===== src/rfd_pkg.sv =====
package rfd_pkg;

  // Field widths
  localparam int unsigned ByteW = 8;
  localparam int unsigned SlotW = 3;
  localparam int unsigned IdxW  = 3;
  localparam int unsigned MaxResults = 3;
  localparam int unsigned CntW  = 2;

  // Configuration register indexes
  typedef enum logic [IdxW-1:0] {
    REG_FRAME_HDR     = 3'd0,
    REG_ACTIVE_MASK   = 3'd1,
    REG_CHANNEL_COUNT = 3'd2,
    REG_OPEN_CODE     = 3'd3,
    REG_CLOSE_CODE    = 3'd4
  } reg_idx_e;

  // Result kinds on the radio link
  typedef enum logic [1:0] {
    KIND_OPEN  = 2'd0,
    KIND_DATA  = 2'd1,
    KIND_CLOSE = 2'd2
  } kind_e;

  localparam logic [ByteW-1:0] ChannelCountRst = 8'd38;

  typedef struct packed {
    logic [ByteW-1:0] frame_hdr;
    logic [ByteW-1:0] active_mask;
    logic [ByteW-1:0] channel_count;
    logic [ByteW-1:0] open_code;
    logic [ByteW-1:0] close_code;
  } cfg_t;

  typedef struct packed {
    logic [ByteW-1:0] data;
    kind_e            kind;
  } result_t;

  // All results caused by one item, packed from entry 0 upward
  typedef struct packed {
    logic [CntW-1:0]                count;
    result_t [MaxResults-1:0]       ent;
  } bundle_t;

endpackage


===== src/rfd_cfg_regs.sv =====
module rfd_cfg_regs
  import rfd_pkg::*;
(
  input  logic             clk_i,
  input  logic             rst_ni,
  input  logic             wr_en_i,
  input  logic [IdxW-1:0]  wr_index_i,
  input  logic [ByteW-1:0] wr_data_i,
  output cfg_t             cfg_o
);

  cfg_t cfg_q, cfg_d;

  // Register write decode; unknown indexes are ignored
  always_comb begin
    cfg_d = cfg_q;
    if (wr_en_i) begin
      case (wr_index_i)
        REG_FRAME_HDR:     cfg_d.frame_hdr     = wr_data_i;
        REG_ACTIVE_MASK:   cfg_d.active_mask   = wr_data_i;
        REG_CHANNEL_COUNT: cfg_d.channel_count = wr_data_i;
        REG_OPEN_CODE:     cfg_d.open_code     = wr_data_i;
        REG_CLOSE_CODE:    cfg_d.close_code    = wr_data_i;
        default:           cfg_d = cfg_q;
      endcase
    end
  end

  always_ff @(posedge clk_i or negedge rst_ni) begin
    if (!rst_ni) begin
      cfg_q.frame_hdr     <= '0;
      cfg_q.active_mask   <= '0;
      cfg_q.channel_count <= ChannelCountRst;
      cfg_q.open_code     <= '0;
      cfg_q.close_code    <= '0;
    end else begin
      cfg_q <= cfg_d;
    end
  end

  assign cfg_o = cfg_q;

endmodule


===== src/rfd_frame_ctrl.sv =====
module rfd_frame_ctrl
  import rfd_pkg::*;
#(
  parameter int unsigned SLOT_COUNT = 8
) (
  input  logic             clk_i,
  input  logic             rst_ni,
  input  cfg_t             cfg_i,
  input  logic             accept_i,
  input  logic [ByteW-1:0] in_byte_i,
  output bundle_t          bundle_o
);

  logic             in_frame_q, in_frame_d;
  logic [SlotW-1:0] slot_q, slot_d;
  logic [ByteW-1:0] count_q, count_d;

  logic             active, first, final_byte, last_slot;
  logic [ByteW-1:0] count_inc;
  result_t          r_open, r_data, r_close;

  assign count_inc  = count_q + 8'd1;
  assign active     = cfg_i.active_mask[slot_q];
  assign first      = (count_q == '0);
  assign final_byte = (count_inc == cfg_i.channel_count);
  assign last_slot  = (slot_q == SlotW'(SLOT_COUNT - 1));

  assign r_open  = '{data: cfg_i.open_code  | {{(ByteW-SlotW){1'b0}}, slot_q}, kind: KIND_OPEN};
  assign r_data  = '{data: in_byte_i, kind: KIND_DATA};
  assign r_close = '{data: cfg_i.close_code | {{(ByteW-SlotW){1'b0}}, slot_q}, kind: KIND_CLOSE};

  // Results of this item, packed in link order
  always_comb begin
    bundle_o.count  = '0;
    bundle_o.ent[0] = first ? r_open : r_data;
    bundle_o.ent[1] = first ? r_data : r_close;
    bundle_o.ent[2] = r_close;
    if (accept_i && in_frame_q && active) begin
      bundle_o.count = CntW'(1) + CntW'(first) + CntW'(final_byte);
    end
  end

  // Frame walk: header detect, slot and byte counting
  always_comb begin
    in_frame_d = in_frame_q;
    slot_d     = slot_q;
    count_d    = count_q;
    if (accept_i) begin
      if (!in_frame_q) begin
        if (in_byte_i == cfg_i.frame_hdr) begin
          in_frame_d = 1'b1;
          slot_d     = '0;
          count_d    = '0;
        end
      end else if (final_byte) begin
        count_d = '0;
        if (last_slot) begin
          in_frame_d = 1'b0;
          slot_d     = '0;
        end else begin
          slot_d = slot_q + SlotW'(1);
        end
      end else begin
        count_d = count_inc;
      end
    end
  end

  always_ff @(posedge clk_i or negedge rst_ni) begin
    if (!rst_ni) begin
      in_frame_q <= 1'b0;
      slot_q     <= '0;
      count_q    <= '0;
    end else begin
      in_frame_q <= in_frame_d;
      slot_q     <= slot_d;
      count_q    <= count_d;
    end
  end

endmodule


===== src/rfd_out_buf.sv =====
module rfd_out_buf
  import rfd_pkg::*;
(
  input  logic             clk_i,
  input  logic             rst_ni,
  input  bundle_t          bundle_i,
  output logic             free_o,
  output logic             out_valid_o,
  input  logic             out_stall_i,
  output logic [ByteW-1:0] out_byte_o,
  output logic [1:0]       out_kind_o,
  output logic             out_last_o
);

  logic [CntW-1:0]          cnt_q, cnt_d;
  logic [CntW-1:0]          rd_q, rd_d;
  result_t [MaxResults-1:0] ent_q;
  logic                     pop, pop_last, load;
  result_t                  cur;

  assign cur         = ent_q[rd_q];
  assign out_valid_o = (cnt_q != '0);
  assign out_last_o  = (rd_q == cnt_q - CntW'(1));
  assign out_byte_o  = cur.data;
  assign out_kind_o  = cur.kind;

  assign pop      = out_valid_o && !out_stall_i;
  assign pop_last = pop && out_last_o;
  assign free_o   = !out_valid_o || pop_last;
  assign load     = (bundle_i.count != '0);

  // Drain one result per cycle unless the radio side stalls; a new item may load as the last one leaves
  always_comb begin
    cnt_d = cnt_q;
    rd_d  = rd_q;
    if (load) begin
      cnt_d = bundle_i.count;
      rd_d  = '0;
    end else if (pop_last) begin
      cnt_d = '0;
      rd_d  = '0;
    end else if (pop) begin
      rd_d = rd_q + CntW'(1);
    end
  end

  always_ff @(posedge clk_i or negedge rst_ni) begin
    if (!rst_ni) begin
      cnt_q <= '0;
      rd_q  <= '0;
    end else begin
      cnt_q <= cnt_d;
      rd_q  <= rd_d;
    end
  end

  // Result payload
  always_ff @(posedge clk_i) begin
    if (load) begin
      ent_q <= bundle_i.ent;
    end
  end

endmodule


===== src/receiver_frame_distributor.sv =====
// Receiver frame distributor: takes one host byte per item, waits for the
// frame header, then walks SLOT_COUNT receiver slots of channel_count bytes
// each; active slots get an opening byte, their data bytes and a closing
// byte, inactive slots are swallowed. An item is decoded in the cycle it is
// accepted and its zero to three results land in a three-entry output
// buffer that drains one result per cycle unless the radio side stalls.
// An item with two or more results stalls the input until the cycle its
// last result leaves, and a new item is accepted in that same cycle (the
// single output port sets this); items with zero or one result are taken
// every cycle while the radio side does not stall. Register writes apply
// from the next item; a channel_count of 0 means 256 bytes.
module receiver_frame_distributor
  import rfd_pkg::*;
#(
  parameter int unsigned SLOT_COUNT = 8
) (
  input  logic             clk_i,
  input  logic             rst_ni,
  input  logic             cfg_valid_i,
  output logic             cfg_ready_o,
  input  logic [IdxW-1:0]  cfg_index_i,
  input  logic [ByteW-1:0] cfg_data_i,
  input  logic             in_valid_i,
  output logic             in_stall_o,
  input  logic [ByteW-1:0] in_byte_i,
  output logic             out_valid_o,
  input  logic             out_stall_i,
  output logic [ByteW-1:0] out_byte_o,
  output logic [1:0]       out_kind_o,
  output logic             out_last_o
);

  cfg_t    cfg;
  bundle_t bundle;
  logic    buf_free;
  logic    in_accept;

  assign cfg_ready_o = 1'b1;
  assign in_stall_o  = !buf_free;
  assign in_accept   = in_valid_i && buf_free;

  // Configuration registers
  rfd_cfg_regs u_cfg (
    .clk_i      (clk_i),
    .rst_ni     (rst_ni),
    .wr_en_i    (cfg_valid_i && cfg_ready_o),
    .wr_index_i (cfg_index_i),
    .wr_data_i  (cfg_data_i),
    .cfg_o      (cfg)
  );

  // Frame tracking and result build
  rfd_frame_ctrl #(
    .SLOT_COUNT (SLOT_COUNT)
  ) u_frame (
    .clk_i     (clk_i),
    .rst_ni    (rst_ni),
    .cfg_i     (cfg),
    .accept_i  (in_accept),
    .in_byte_i (in_byte_i),
    .bundle_o  (bundle)
  );

  // Output buffer
  rfd_out_buf u_out (
    .clk_i       (clk_i),
    .rst_ni      (rst_ni),
    .bundle_i    (bundle),
    .free_o      (buf_free),
    .out_valid_o (out_valid_o),
    .out_stall_i (out_stall_i),
    .out_byte_o  (out_byte_o),
    .out_kind_o  (out_kind_o),
    .out_last_o  (out_last_o)
  );

`ifndef SYNTHESIS
  // Input must wait while buffered results other than the last remain
  assert property (@(posedge clk_i) disable iff (!rst_ni)
    out_valid_o && !out_last_o |-> in_stall_o)
    else $error("input accepted with results still pending");

  // Taking the last result frees the input side in the same cycle
  assert property (@(posedge clk_i) disable iff (!rst_ni)
    out_valid_o && out_last_o && !out_stall_i |-> !in_stall_o)
    else $error("input stalled after last result left");

  // A closing byte always ends the results of its item
  assert property (@(posedge clk_i) disable iff (!rst_ni)
    out_valid_o && out_kind_o == KIND_CLOSE |-> out_last_o)
    else $error("closing byte not marked last");

  // An opening byte is always followed by its data byte
  assert property (@(posedge clk_i) disable iff (!rst_ni)
    out_valid_o && out_kind_o == KIND_OPEN |-> !out_last_o)
    else $error("opening byte marked last");
`endif

endmodule


===== config.mk =====
export PLATFORM = sky130hd
export DESIGN_NAME = receiver_frame_distributor
export DESIGN_NICKNAME = d
export VERILOG_FILES = /design/src/rfd_pkg.sv /design/src/rfd_cfg_regs.sv /design/src/rfd_frame_ctrl.sv /design/src/rfd_out_buf.sv /design/src/receiver_frame_distributor.sv
export SDC_FILE = /design/constraint.sdc
export NUM_CORES = 1
export LEC_CHECK = 0
export BUFFER_PORTS_ARGS = -buffer_cell sky130_fd_sc_hd__buf_2
export CAP_MARGIN = 15
export CORE_ASPECT_RATIO = 0.75
export CORE_MARGIN = 2
export CORE_UTILIZATION = 39
export CTS_CLUSTER_DIAMETER = 30
export DETAILED_ROUTE_END_ITERATION = 10
export PLACE_DENSITY = 0.62
export SETUP_SLACK_MARGIN = 0.3
export SLEW_MARGIN = 10
export SYNTH_ARGS = -nofsm -noshare
export SYNTH_HDL_FRONTEND = slang
export SYNTH_SLANG_ARGS = --single-unit
export TNS_END_PERCENT = 1

===== constraint.sdc =====
create_clock -name clk_i -period 9 [get_ports clk_i]
set_clock_uncertainty 0.15 [all_clocks]
set_input_delay 0.9 -clock clk_i [delete_from_list [all_inputs] [get_ports clk_i]]
set_output_delay 0.9 -clock clk_i [all_outputs]
set_load 0.01 [all_outputs]

==> flow_summary.yaml <==
status:
  outcome: "completed"
critical_path:
  r2r_slack_ns: 5.67
  critPathMaxFanout: 28
  required_ns: 8.85
  crit_type: "reg2reg"
  cp.arrival_ns: 3.18
  reg2reg_depth: 8
  critPathCaptureType: "flop"
  cp-start-kind: "flop"
  worstReg2RegEnd: "u_out.ent_q[23]"
  cp-startpoint: "u_frame.count_q[0]"
  timing.critical_path.to: "u_out.ent_q[23]"
  rr_startpoint: "u_frame.count_q[0]"
clock_network:
  cts_setup_buffers: 0
  root_buffer: "clkbuf_16"
  clk_latency_ns: 0.34
  clk_pin_slew_ns: 0.06
  cts_sinks: 82
  cts.path.max_buffers: 2
  cts.repair.resized: 0
  htreeDepth: 3
  cts_hold_buf: 0
  numCtsBuffers: 9
  cts_tree: "built"
synth:
  synth_edf_count: 26
  synth_warnings: 0
  yosysSeqAreaShare_pct: 53.9
  synth_ff_type: "dfrtp_1"
  yosysUniqueCellTypes: 53
  syn_nets: 372
  synth-seq-cells: 82
  synth-async-reset-ratio_pct: 68.3
  syn-cell-area_mm2: 0.00406
  syn_avg_cell_area_um2: 11.9
  netlist_instances: 342
sta:
  setup_violations: 0
  holdWs_ns: 0.314
  slew_violations: 0
  fin_tns_setup_ns: 0
  hold_viol: 0
  finalCritPeriodShare_pct: 37.0
  fin_crit_ns: 3.33
  fmax_mhz: 300
  rsz0062_at_grt: "no"
  worst_pin_slew_ns: 1.06
  relSlewSlack_pct: 29.1
floorplanning:
  rows: 32
  io_pins: 38
  die_h_um: 92.3
  die_x_um: 122
  die_area_mm2: 0.0112
  core-area_mm2: 0.0102
  initial_utilization_pct: 39.7
flow_run:
  drv_cap: 0
finish:
  fin_cells: 520
  nFillCells: 943
  nNetsFinal: 409
  syn2layout_area_growth_pct: 15.0
  drive_above_1_share_pct: 31.0
  diodes: 0
detailed_routing:
  post_drt_wl_per_cell_um: 15.7
  drt-pass1-iter-count: 4
  avgViaCountPerCell: 5.15
  drt-total-wl_um: 8140
  drtIter0Drc: 161
  drcViolationCount: 0
  via_count: 2679
  ant_nets: 0
grt:
  grt_pass1_wl_um: 13400
  grt_max_degree: 57
  grtUsageMet3_pct: 4.31
  grt_usage_pct: 15.9
  use_met2_pct: 22.4
  gr-max-usage-layer: "met1"
  first_global_vias: 2547
  antenna_found_initial: 0
  grtUsageMet1_pct: 23.5
  overflow: 0
power:
  p_leak_nw: 1.90
  p_per_area_mw_per_mm2: 282
  power.total_mw: 1.31
  ir_drop_v: 0.000101
placement:
  dp_cells: 504
  dp_hpwl_um: 5730
  port_buffers: 36
  place.gp.congestion: 0.897
worst_hold_path:
  hp-class: "reg2reg"
final cells by class:
cell class / instances / area (um^2) / share of cell area [%]
clock buffer: 10 / 229 / 4.91
clock inverter: 6 / 81.3 / 1.74
inverter: 12 / 45.0 / 0.966
multi-input combinational: 234 / 1740 / 37.3
sequential: 82 / 2190 / 46.9
tap: 136 / 170 / 3.65
timing repair buffer: 40 / 210 / 4.51
through the flow:
stage / area [um^2] / util [%] / worst slack [ns]
after global placement: 4350 / 42.6 / 5.84
after detailed placement: 4350 / 42.6 / 5.73
after CTS: 4660 / 45.7 / 5.70
after floorplan: 4060 / - / 5.15
final: 4660 / 45.7 / 5.67
after global routing: 4660 / 45.7 / 5.51
worst min path at each step:
stage / slack [ns] / from / end / cells past startpoint
4_1_cts: 0.32 / u_cfg.cfg_o[5] / u_out.ent_q[27] / 0
3_3_place_gp: 0.31 / u_cfg.cfg_o[5] / u_out.ent_q[27] / 0
5_1_grt: 0.35 / u_cfg.cfg_o[5] / u_out.ent_q[27] / 0
6_report: 0.31 / u_cfg.cfg_o[5] / u_out.ent_q[27] / 0
2_1_floorplan: 0.29 / u_cfg.cfg_o[3] / u_out.ent_q[25] / 0
3_5_place_dp: 0.30 / u_cfg.cfg_o[5] / u_out.ent_q[27] / 0
routing by layer:
metal	wire length, um	share of wire [%]
met2	3570	44
met3	381	4.7
met5	0	0
met4	115	1.4
met1	4080	50
logic make-up after synthesis:
group / count (synthesis) / share of synthesized area (%)
adder cells (fa/ha/maj): 6 / 1.85
XOR/XNOR: 22 / 4.75
AND/OR/NAND/NOR: 104 / 13.1
buffers and inverters: 26 / 3.27
other: 1 / 0.0925
flip-flops: 82 / 53.9
multiplexers: 56 / 15.8
AO/OA/AOI/OAI: 45 / 7.25
registers in the layout, indices dropped and copies added (netlist names):
| register | count |
|---|---|
| u_frame.count_q | 8 |
| u_frame.slot_q | 3 |
| u_frame.in_frame_q | 1 |
| u_cfg.cfg_o | 40 |
| u_out.ent_q | 26 |
| u_out.cnt_q | 2 |
| u_out.rd_q | 2 |
synthesized netlist by cell type, types with 3 or more instances:
cell	number	area (um^2)
nand2_1	56	210
dfrtp_1	53	1330
mux2_2	43	484
edfxtp_1	26	781
o21ai_0	21	105
xnor2_1	18	158
inv_1	12	45.0
mux2i_1	11	110
nor2_1	11	41.3
clkbuf_1	7	26.3
ha_1	6	75.1
a21oi_1	5	25.0
nand3_1	5	25.0
nand4_1	5	31.3
or2_2	5	31.3
buf_6	4	45.0
xor2_1	4	35.0
a31oi_1	3	18.8
dfstp_2	3	78.8
nor3_1	3	15.0
nor4bb_1	3	30.0
cells in the final DEF, fill, tap and decap left out, drive strengths merged, types with 2 or more instances in the layout:
cell,n
edfxtp,26
a31oi,3
buf,40
inv,12
xor2,4
nand4b,2
clkinv,3
nor4bb,3
nor2,11
nand4,5
mux4,2
o21ai,22
xnor2,18
dfrtp,53
a21oi,5
ha,6
a22o,3
bufinv,2
clkbuf,10
nand3,7
or2,5
mux2,43
nand2,57
mux2i,11
dfstp,3
nor3,5
o211ai,2
nor4b,2
power by group:
part	internal, mW	switching [mW]	total [mW]
clock network	0.241	0.140	0.380
logic	0.175	0.209	0.384
registers	0.472	0.0767	0.549
total	0.888	0.425	1.31
worst max-delay path: stages (launching register included):
cell and delay [ns]:
dfrtp_1 0.50, ha_1 0.37, nand3_2 0.20, or3_1 0.39
nand4b_1 0.11, a211o_1 0.44, ha_1 0.36, a21oi_2 0.13
buf_4 0.33
(Power assumes the default switching activity.)
